==> config.mk <==
export PLATFORM = sky130hd
export DESIGN_NAME = chi_basis
export DESIGN_NICKNAME = d
export VERILOG_FILES = /design/src/rtl/chi_pkg.sv /design/src/rtl/chi_basis.sv
export SDC_FILE = /design/constraint.sdc
export NUM_CORES = 2
export LEC_CHECK = 0
export BUFFER_PORTS_ARGS = -buffer_cell sky130_fd_sc_hd__buf_2
export CAP_MARGIN = 30
export CORE_ASPECT_RATIO = 0.7
export CORE_UTILIZATION = 48
export CTS_CLUSTER_DIAMETER = 120
export DETAILED_ROUTE_END_ITERATION = 16
export HOLD_SLACK_MARGIN = 0.06
export PLACE_DENSITY_LB_ADDON = 0.05
export REMOVE_ABC_BUFFERS = 1
export SYNTH_ARGS = -nofsm -noshare
export SYNTH_HDL_FRONTEND = slang
export SYNTH_SLANG_ARGS = --single-unit
==> constraint.sdc <==
create_clock -name i_clk -period 7.8 [get_ports i_clk]
set_input_delay 1.56 -clock i_clk [delete_from_list [all_inputs] [get_ports i_clk]]
set_output_delay 1.56 -clock i_clk [all_outputs]
set_load 0.02 [all_outputs]
==> src/rtl/chi_pkg.sv <==
// Shared definitions for the cubic Hermite interpolator: default widths,
// status codes and the per-stage control word that rides along the pipeline.
// No dependencies.
`default_nettype none
package chi_pkg;

    localparam int DATA_WIDTH_DEF = 32;
    localparam int FRAC_BITS_DEF  = 16;

    typedef enum logic [1:0] {
        ST_OK        = 2'd0,
        ST_OUTSIDE   = 2'd1,
        ST_EMPTY     = 2'd2,
        ST_SATURATED = 2'd3
    } t_status;

    // Control word carried beside the data of every stage.
    typedef struct packed {
        logic    vld;
        t_status status;
    } t_ctl;

endpackage
`default_nettype wire

==> src/rtl/chi_basis.sv <==
// Hermite basis weights from the normalized position t: t^2, t^3 over two
// multiply stages, then the four weights. Depends on chi_pkg.
`default_nettype none
module chi_basis #(
    parameter int FRAC_BITS = 16,
    parameter int SIDE_W    = 160
) (
    input  wire logic                 i_clk,
    input  wire logic                 i_rst_n,
    input  wire logic                 i_en,
    input  wire chi_pkg::t_ctl        i_ctl,
    input  wire logic [FRAC_BITS:0]   i_t,
    input  wire logic [SIDE_W-1:0]    i_side,
    output chi_pkg::t_ctl             o_ctl,
    output logic signed [FRAC_BITS+2:0] o_h1,
    output logic signed [FRAC_BITS+2:0] o_h2,
    output logic signed [FRAC_BITS+2:0] o_h3,
    output logic signed [FRAC_BITS+2:0] o_h4,
    output logic [SIDE_W-1:0]         o_side
);
    import chi_pkg::*;

    localparam int TW = FRAC_BITS + 1;
    localparam int HW = FRAC_BITS + 3;
    localparam int PW = 2 * TW;
    localparam logic [PW-1:0] HALF = PW'(1) << (FRAC_BITS - 1);
    localparam logic signed [HW-1:0] ONE = HW'(1) << FRAC_BITS;

    t_ctl              r_ctl_a, r_ctl_b, r_ctl_c;
    logic [SIDE_W-1:0] r_side_a, r_side_b, r_side_c;
    logic [TW-1:0]     r_t_a, r_t_b, r_t2_a, r_t2_b, r_t3_b;
    logic signed [HW-1:0] r_h1, r_h2, r_h3, r_h4;

    logic [PW-1:0] n_sq, n_cu;
    assign n_sq = (PW'(i_t) * PW'(i_t)) + HALF;
    assign n_cu = (PW'(r_t2_a) * PW'(r_t_a)) + HALF;

    logic signed [HW-1:0] n_t, n_t2, n_t3;
    assign n_t  = $signed(HW'(r_t_b));
    assign n_t2 = $signed(HW'(r_t2_b));
    assign n_t3 = $signed(HW'(r_t3_b));

    always_ff @(posedge i_clk) begin
        if (!i_rst_n) begin
            r_ctl_a <= '0;
            r_ctl_b <= '0;
            r_ctl_c <= '0;
        end else if (i_en) begin
            r_ctl_a <= i_ctl;
            r_ctl_b <= r_ctl_a;
            r_ctl_c <= r_ctl_b;
        end
        if (i_en) begin
            r_t_a    <= i_t;
            r_t2_a   <= n_sq[FRAC_BITS +: TW];
            r_side_a <= i_side;
            r_t_b    <= r_t_a;
            r_t2_b   <= r_t2_a;
            r_t3_b   <= n_cu[FRAC_BITS +: TW];
            r_side_b <= r_side_a;
            r_h1     <= HW'(2 * n_t3 - 3 * n_t2 + ONE);
            r_h2     <= HW'(3 * n_t2 - 2 * n_t3);
            r_h3     <= HW'(n_t3 - 2 * n_t2 + n_t);
            r_h4     <= n_t3 - n_t2;
            r_side_c <= r_side_b;
        end
    end

    assign o_ctl  = r_ctl_c;
    assign o_h1   = r_h1;
    assign o_h2   = r_h2;
    assign o_h3   = r_h3;
    assign o_h4   = r_h4;
    assign o_side = r_side_c;

endmodule
`default_nettype wire

==> flow_summary.toml <==
[outcome]
status = "complete, no violations"

[timing]
setup_viol = 0
period_needed_ps = 6910
rsz0062_at_grt = "false"
finalCritPeriodShare_pct = 88.6
max-slew-margin-rel_pct = 30.1
fmax_ghz = 0.145
tns_ps = 0
worstMarginPinSlew_ps = 1050
skew_ps = 31.1
maxSlewViolCount = 0
hold_viol = 0

[yosys]
ys_ff_latch = 648
syn_inst = 3175
synth_top_flop_cell = "edfxtp_1"
synth_edf_count = 639
syn_area_um2 = 41100
ys_seq_area_share_pct = 47.1
yosysWarningCount = 0
async_flop_share_pct = 0
synth.distinct_cells = 67
syn_avg_cell_area_um2 = 12.9

[route]
vias = 24200
drt_pass1_iterations = 6
drtIter0Drc = 1705
wl_per_cell_um = 18.8
routed_wl_um = 90600
ant_nets = 0
viasPerCell = 5.01
drc = 0

[clocking]
cts_made_buffers = 66
post_cts_buffers = 0
cts_tree = "done"
clk_path_buf_depth = 3
ctsRootBufferMaster = "clkbuf_16"
cts_resized = 0
htree_levels = 3
cts_sinks = 648
clock_latency_ps = 620
cts.reportedPaths.clkPinSlew_ps = 60
postCtsHoldBufs = 0

[global_routing]
grtUsageMet2_pct = 34.4
use_met3_pct = 3.08
use_met1_pct = 30.0
grt.busiest_layer = "met2"
grt_overflow = 0
grt_pass1_wl_um = 141000
grt_start_max_net_pins = 173
grt_pass1_vias = 25200
antenna_found_initial = 3
track_usage_pct = 21.1

[placed_design]
dp_hpwl_um = 70400
gp_congestion = 0.900
placed_cell_area_um2 = 44700
io_buffers = 421

[critical_path]
critPathCaptureType = "flop"
critPathTopFamily = "adder cells"
crit_path_start_kind = "flop"
required_ps = 8160
cp_cell_sequence = "nand2_1, fa_1, inv_1, fa_1, inv_1, fa_1, inv_1, fa_1, fa_1, fa_1, ha_1, nand2_1, nor2_1, a211oi_1, o21ai_0, a311o_2, a311oi_2, o21ai_0, xor2_1"
worst-setup-path-type = "reg -> reg"
arrival_ps = 7270
cp_common_cell = "fa_1"
critPathSlowestCell = "edfxtp_1"
worst-r2r-setup-slack_ps = 890
crit_fanout = 14
critPathBufInv = 3
slowest_delay_ps = 870

[die]
pin_count = 422
rows = 89
start_util_pct = 48.6
die_area_um2 = 86800
core_area_um2 = 84500
fp.dieW_um = 352
die_y_um = 247

[cells_and_area]
post-route-cell-area_um2 = 46900
area_delta_synth_final_pct = 14.1
nNetsFinal = 4582
nFillCells = 7078
drive_gt1_share_pct = 15.5

[worst_hold_path]
hp-class = "reg -> reg"

[run]
maxCapViolations = 0
[worst paths after layout]
kind           startpoint            to  cells after the start
min reg2reg  r_side_a[34]  r_side_b[34]                      0
max             r_t2_a[6]    r_t3_b[12]                     19
max reg2reg     r_t2_a[6]    r_t3_b[12]                     19
min          r_side_a[34]  r_side_b[34]                      0
[synth_stat cells, drive strengths merged (3+ instances only)]
| cell type | count | area [um^2] |
|---|---|---|
| o211ai | 5 | 37.5 |
| a31oi | 8 | 50.1 |
| nand3 | 16 | 80.1 |
| a21oi | 94 | 474 |
| o31a | 5 | 43.8 |
| nand2b | 11 | 68.8 |
| buf | 3 | 18.8 |
| ha | 323 | 4040 |
| dfxtp | 9 | 180 |
| o21bai | 15 | 113 |
| o21a | 22 | 165 |
| fa | 436 | 8730 |
| and3 | 16 | 100 |
| edfxtp | 639 | 19200 |
| a211o | 4 | 35.0 |
| inv | 630 | 2360 |
| xor2 | 39 | 342 |
| mux2i | 10 | 100 |
| a21o | 39 | 293 |
| xnor2 | 79 | 692 |
| nand2 | 247 | 927 |
| a21boi | 6 | 45.1 |
| and2 | 225 | 1410 |
| a221oi | 4 | 41.3 |
| and4 | 3 | 26.3 |
| clkbuf | 62 | 233 |
| nor2b | 27 | 169 |
| o41ai | 3 | 26.3 |
| nand4 | 10 | 62.6 |
| o31ai | 6 | 45.0 |
| nor2 | 62 | 233 |
| a211oi | 11 | 87.6 |
| a221o | 5 | 50.1 |
| o21ai | 57 | 285 |
| nor3 | 11 | 55.1 |
[per-layer routing]
metal	vias up	share of wire, %
met5	-	0.020
li1	11300	-
met2	644	48
met4	2	2.0
met3	126	4.8
met1	12100	45
[cells by family after synthesis]
kind of cell	Yosys count	share of synthesized area [%]
flip-flops	648	47.1
XOR/XNOR	118	2.51
buffers and inverters	695	6.37
AND/OR/NAND/NOR	638	7.79
AO/OA/AOI/OAI	306	4.87
multiplexers	11	0.271
adder cells (fa/ha/maj)	759	31.1
[layout by cell type, fill, tap and decap left out, drive strengths merged, types with 6 or more instances in the layout]
cell type / netlist / final
a21o: 39 / 39
and3: 16 / 16
nand3: 16 / 16
xor2: 39 / 39
o21bai: 15 / 15
a21oi: 94 / 94
clkbuf: 62 / 75
a31oi: 8 / 8
nand2: 247 / 247
nor2: 62 / 62
o31ai: 6 / 6
and2: 225 / 225
o21a: 22 / 22
a21boi: 6 / 6
nor3: 11 / 11
nand4: 10 / 10
o21ai: 57 / 57
dfxtp: 9 / 9
nand2b: 11 / 11
mux2i: 10 / 10
inv: 630 / 638
bufinv: 0 / 7
buf: 3 / 462
ha: 323 / 323
xnor2: 79 / 79
a211oi: 11 / 11
clkinv: 0 / 21
edfxtp: 639 / 639
nor2b: 27 / 27
fa: 436 / 436
[state kept, by name, indices dropped and copies added, names as in the netlist, 17 cells and up]
signal,flops
o_h1,19
o_h2,18
o_h3,19
o_h4,18
o_side,160
r_side_a,160
r_side_b,160
r_t2_a,17
r_t2_b,17
r_t3_b,17
r_t_a,17
r_t_b,17
[per-stage QoR]
| stage | util [%] | std cells | setup WS, ps | hold slack (ps) |
|---|---|---|---|---|
| 2_1_floorplan | - | 3110 | 1260 | 400 |
| 3_3_place_gp | 52.9 | 4708 | 498 | 400 |
| 3_5_place_dp | 52.9 | 4708 | 384 | 405 |
| 4_1_cts | 55.5 | 4822 | 851 | 384 |
| 5_1_grt | 55.5 | 4824 | 536 | 401 |
| 6_report | 55.5 | 4824 | 888 | 391 |
[layout make-up]
cell class	count	area [um^2]	share of cell area, %
timing repair buffer	462	2470	5.27
clock buffer	75	1690	3.59
multi-input combinational	1832	19100	40.8
antenna	1	2.50	0.00533
tap	1137	1420	3.03
sequential	648	19400	41.3
clock inverter	39	478	1.02
inverter	630	2360	5.04
Power is left out: the tool's default activity adds up to more than one toggle a clock period on the data nets, which glitch-free logic cannot reach.
