File: src/rtl/chi_pkg.sv
// Shared definitions for the cubic Hermite interpolator: default widths,
// status codes and the per-stage control word that rides along the pipeline.
// No dependencies.
`default_nettype none
package chi_pkg;

    localparam int DATA_WIDTH_DEF = 32;
    localparam int FRAC_BITS_DEF  = 16;

    typedef enum logic [1:0] {
        ST_OK        = 2'd0,
        ST_OUTSIDE   = 2'd1,
        ST_EMPTY     = 2'd2,
        ST_SATURATED = 2'd3
    } t_status;

    // Control word carried beside the data of every stage.
    typedef struct packed {
        logic    vld;
        t_status status;
    } t_ctl;

endpackage
`default_nettype wire

File: src/rtl/chi_div.sv
// Pipelined restoring divider: (num << FRAC_BITS) / den, rounded to nearest,
// one quotient bit per stage plus a rounding stage. Depends on chi_pkg.
`default_nettype none
module chi_div #(
    parameter int DATA_WIDTH = 32,
    parameter int FRAC_BITS  = 16,
    parameter int SIDE_W     = 160
) (
    input  wire logic                  i_clk,
    input  wire logic                  i_rst_n,
    input  wire logic                  i_en,
    input  wire chi_pkg::t_ctl         i_ctl,
    input  wire logic [DATA_WIDTH-1:0] i_num,
    input  wire logic [DATA_WIDTH-1:0] i_den,
    input  wire logic [SIDE_W-1:0]     i_side,
    output chi_pkg::t_ctl              o_ctl,
    output logic [FRAC_BITS:0]         o_quo,
    output logic [SIDE_W-1:0]          o_side
);
    import chi_pkg::*;

    localparam int NS = FRAC_BITS + 1;

    logic [DATA_WIDTH-1:0] r_rem  [NS];
    logic [FRAC_BITS:0]    r_quo  [NS];
    logic [DATA_WIDTH-1:0] r_den  [NS];
    logic [SIDE_W-1:0]     r_side [NS];
    t_ctl                  r_ctl  [NS];
    logic [FRAC_BITS:0]    r_qout;

    genvar k;
    generate
        for (k = 0; k < NS; k++) begin : g_stage
            logic [DATA_WIDTH:0]   n_shift;
            logic [DATA_WIDTH:0]   n_diff;
            logic                  n_ge;
            logic [DATA_WIDTH-1:0] n_den_in;
            t_ctl                  n_ctl_in;
            logic [SIDE_W-1:0]     n_side_in;
            logic [FRAC_BITS:0]    n_quo;
            if (k == 0) begin : g_first
                assign n_shift   = {1'b0, i_num};
                assign n_den_in  = i_den;
                assign n_ctl_in  = i_ctl;
                assign n_side_in = i_side;
                assign n_quo     = (FRAC_BITS+1)'(n_ge);
            end else begin : g_next
                assign n_shift   = {r_rem[k-1], 1'b0};
                assign n_den_in  = r_den[k-1];
                assign n_ctl_in  = r_ctl[k-1];
                assign n_side_in = r_side[k-1];
                assign n_quo     = {r_quo[k-1][FRAC_BITS-1:0], n_ge};
            end
            assign n_ge   = n_shift >= {1'b0, n_den_in};
            assign n_diff = n_shift - {1'b0, n_den_in};

            always_ff @(posedge i_clk) begin
                if (!i_rst_n) begin
                    r_ctl[k] <= '0;
                end else if (i_en) begin
                    r_ctl[k] <= n_ctl_in;
                end
                if (i_en) begin
                    r_rem[k]  <= n_ge ? n_diff[DATA_WIDTH-1:0] : n_shift[DATA_WIDTH-1:0];
                    r_den[k]  <= n_den_in;
                    r_side[k] <= n_side_in;
                    r_quo[k]  <= n_quo;
                end
            end
        end
    endgenerate

    // Round up when the remainder is at least half the divisor.
    logic [DATA_WIDTH:0] n_dbl;
    logic                n_up;
    assign n_dbl = {r_rem[NS-1], 1'b0};
    assign n_up  = n_dbl >= {1'b0, r_den[NS-1]};

    t_ctl              r_octl;
    logic [SIDE_W-1:0] r_oside;

    always_ff @(posedge i_clk) begin
        if (!i_rst_n) begin
            r_octl <= '0;
        end else if (i_en) begin
            r_octl <= r_ctl[NS-1];
        end
        if (i_en) begin
            r_qout  <= r_quo[NS-1] + (FRAC_BITS+1)'(n_up);
            r_oside <= r_side[NS-1];
        end
    end

    assign o_ctl  = r_octl;
    assign o_quo  = r_qout;
    assign o_side = r_oside;

endmodule
`default_nettype wire

File: config.mk
export PLATFORM = sky130hd
export DESIGN_NAME = chi_div
export DESIGN_NICKNAME = d
export VERILOG_FILES = /design/src/rtl/chi_pkg.sv /design/src/rtl/chi_div.sv
export SDC_FILE = /design/constraint.sdc
export NUM_CORES = 2
export LEC_CHECK = 0
export CORE_ASPECT_RATIO = 0.9
export CORE_MARGIN = 2
export CORE_UTILIZATION = 57
export CTS_CLUSTER_SIZE = 25
export DETAILED_ROUTE_END_ITERATION = 6
export DONT_BUFFER_PORTS = 1
export PLACE_DENSITY = 0.75
export SKIP_CTS_REPAIR_TIMING = 1
export SKIP_LAST_GASP = 1
export SLEW_MARGIN = 20
export SYNTH_ARGS = -nofsm -noshare
export SYNTH_HDL_FRONTEND = slang
export SYNTH_MEMORY_MAX_BITS = 65536
export SYNTH_SLANG_ARGS = --single-unit
File: constraint.sdc
create_clock -name i_clk -period 3.5 [get_ports i_clk]
set_input_delay 0.875 -clock i_clk [delete_from_list [all_inputs] [get_ports i_clk]]
set_output_delay 0.875 -clock i_clk [all_outputs]
set_load 0.01 [all_outputs]
==> results_dict.tcl <==
set metrics [dict create \
    setup-violations-final 188 \
    mostFrequentLayoutCell "edfxtp_1" \
    synth-async-reset-ratio_pct 0 \
    maxSlewViolCount 0 \
    netlist.area_leader.share_pct 76.8 \
    hold_path_class "in -> reg" \
    timing.hold.worst.start "i_en" \
    maximum_number_of_pins_on_one_net_before_global_route_repair 262 \
    power.ir.vdd_worst_mv 0.614 \
    insertion_delay_ns 0.98 \
    synthesis.instances 9944 \
    multi_input_comb_area_sq_um 35000 \
    routed_wl_mm 321 \
    drcViolationCount 1 \
    actual_transition_at_the_worst_max_transition_pin_ns 1.23 \
    whs_endpoint "r_side[1][121]$_DFFE_PP_" \
    postLayoutSetupSlackWorst_ns -0.278 \
    dp.final_hpwl_mm 192 \
    yosys-top-cells-area "edfxtp_1, ha_1, a21oi_1" \
    maxSlewHeadroom_pct 18.0 \
    htree_levels 5 \
    clock-sinks 4192 \
    wl_per_cell_microns 21.4 \
    groute.usage.overall_pct 20.9 \
    cts-buffers-inserted 389 \
    chipWidth_microns 569 \
    synthToLayoutAreaGrowth_pct 14.8 \
    r2r_cell_count 13 \
    final.min_clock_period_ns 3.78 \
    power.leakage_nw 70.6 \
    port_buffers 0 \
    initial_util_pct 57.4 \
    power_density_over_the_cells_nw_per_um2 812 \
    syn-cell-area_sq_um 164000 \
    ant_nets 0 \
    violated_checks "DRC, setup timing" \
    yosysWarningCount 0 \
    synth.largest_area_cell "edfxtp_1" \
    yosysSeqAreaShare_pct 76.8 \
    final_non_filler_cell_total 15000 \
    timing.clock.skew_ns 0.117 \
    setup.worst_path.class "reg -> reg" \
    detail_route.iter0.violations 7251 \
    num_io_pins 410 \
    clock_root_buffer "clkbuf_16" \
    worst-endpoint-arrival_ns 4.42 \
    cts.path.max_buffers 4 \
    vias 84100 \
    place.detailed.instances 14100 \
    unrepaired_setup_endpoints_after_global_routing "yes" \
    report.final.hold_viol_count 0 \
    clk_pin_slew_worst_paths_ns 0.07 \
    antenna_found_initial 15 \
    fp-row-count 186 \
    worst_hold_path.num_cells 0 \
    grt_pass1_wl_mm 477 \
    postSynthNetCount 10800 \
    cell_variety_after_synth 94 \
    chipHeight_microns 513 \
    synth-edff-count 4189 \
    ff2ff_setup_slack_ns -0.28 \
    postSynthRegisterBits 4192 \
    crit_path_max_fanout 8 \
    layout.nets 11700 \
    layout_worst_path_cycle_share_pct 108 \
    sequential_cell_area_sq_um 126000 \
    setup-tns-final_ns -15.70 \
    globalRouteOverflowTotal 0 \
    r2r-end "r_rem[11][29]$_DFFE_PP_" \
    cp.required_ns 4.14 \
    post_synth.cell_area_avg_sq_um 16.5 \
    first_global_vias 83900 \
    drt_pass1_iterations 7 \
    filler_cell_count 18800 \
    ys.flop_type "edfxtp_1" \
    cap_violations 0 \
    drive_above_1_share_pct 13.9 \
    overall_die_area_sq_um 292000 \
    detail_route.vias_per_cell 5.60 \
    core_area_sq_um 286000 \
    critPathCaptureType "flip-flop" \
    timing.critical_path.from_type "flip-flop" \
    critical_path.reg2reg.startpoint "r_rem[10][11]$_DFFE_PP_" \
    cts_tree "built" \
    gp_congestion 0.972 \
    outcome "finished with violations" \
    final_cell_mix "edfxtp_1, inv_1, ha_1, a21oi_1, buf_4" \
    max_freq_mhz 265 \
]
[report_power, final]
part           leakage [nW]  total, mW  switching [mW]  internal (mW)
sequential             41.1       67.0            3.27           63.8
clock                  6.12       42.1            18.7           23.4
combinational          23.4       43.5            23.5           20.0
total                  70.6        153            45.5            107
[layout make-up]
class	instances	area share, %
Antenna cell	8	0.0106
Clock buffer	447	5.34
Clock inverter	271	1.37
Inverter	730	1.46
Multi-Input combinational cell	4853	18.6
Sequential cell	4192	66.9
Tap cell	3760	2.50
Timing Repair Buffer	755	3.80
[how the worst max path moves through the flow]
stage | cells past startpoint | slack, ns | startpoint | end
2_1_floorplan | 12 | -0.01 | i_num[0] | r_rem[0][10]$_DFFE_PP_
3_3_place_gp | 6 | -3.28 | i_en | o_side[110]$_DFFE_PP_
3_5_place_dp | 7 | -2.91 | i_en | r_den[1][195]$_DFFE_PP_
4_1_cts | 7 | -1.93 | i_en | r_rem[15][6]$_DFFE_PP_
5_1_grt | 13 | -0.34 | r_rem[11][0]$_SDFFCE_PP0P_ | r_rem[12][31]$_DFFE_PP_
6_report | 13 | -0.28 | r_rem[10][11]$_DFFE_PP_ | r_rem[11][29]$_DFFE_PP_
[sequential cells by signal (all words and copies together), names as in the netlist]
signal	flops
r_den	544
r_ctl	51
r_side	2720
o_quo	17
r_quo	153
o_side	160
o_ctl	3
r_rem	544
[critical path, stage by stage (launching register included)]
cell       delay (ns)
edfxtp_1         0.45
ha_4             0.33
nand3_2          0.09
or4_4            0.54
a211oi_2         0.22
buf_4            0.19
o31ai_4          0.10
a2111o_1         0.46
a21oi_2          0.20
a31o_2           0.22
a211oi_4         0.07
buf_12           0.15
clkbuf_16        0.18
mux2_4           0.30
[routing by layer]
metal | vias to the layer above | part of all wire (%) | GRT usage, %
li1 | 39800 | - | -
met1 | 41300 | 40 | 26.2
met2 | 2348 | 52 | 36.9
met3 | 657 | 4.6 | 2.75
met4 | 4 | 3.8 | 7.93
met5 | - | 0.0078 | 0
[synthesized netlist by cell type (19+ instances only)]
cell type / instances
xnor2_1: 285
nand3_1: 127
nand4_1: 95
edfxtp_1: 4189
o211ai_1: 28
o21bai_1: 62
nor2_1: 411
mux2_4: 27
a21boi_0: 19
nor2b_1: 73
a21oi_1: 565
a211o_1: 19
nand2_1: 486
o31ai_1: 50
nand2b_1: 67
ha_1: 577
and2_1: 39
o21ai_0: 403
or3_1: 26
o31a_1: 27
o21a_1: 85
a31oi_1: 73
a21o_1: 297
mux2_2: 212
or2_2: 24
nor3_1: 115
xor2_1: 169
clkbuf_1: 129
buf_2: 26
a211oi_1: 44
and3_1: 114
inv_1: 728
nor4_1: 26
[cells by family after synthesis]
group	Yosys count	share of synthesized area (%)
AOI/OAI and AO/OA	1870	7.27
xor gates and xnor gates	454	2.43
adders and majority gates	594	4.61
buffers and inverters	899	2.10
DFF	4192	76.8
muxes	260	1.84
and+or+nand+nor	1675	4.93
[stage by stage]
stage | setup WS (ns) | util [%] | total power [mW] | hold WS, ns | area [sq um]
after floorplan | -0.0102 | - | 95.3 | 0.400 | 164000
after global placement | -3.28 | 60.6 | 109 | 0.400 | 173000
after detailed placement | -2.91 | 60.6 | 110 | 0.405 | 173000
after CTS | -1.93 | 65.0 | 152 | -0.0942 | 186000
after global routing | -0.343 | 65.8 | 160 | 0.00575 | 188000
final | -0.278 | 65.9 | 153 | 0.0604 | 188000
Power figures use the tool's default switching activity.
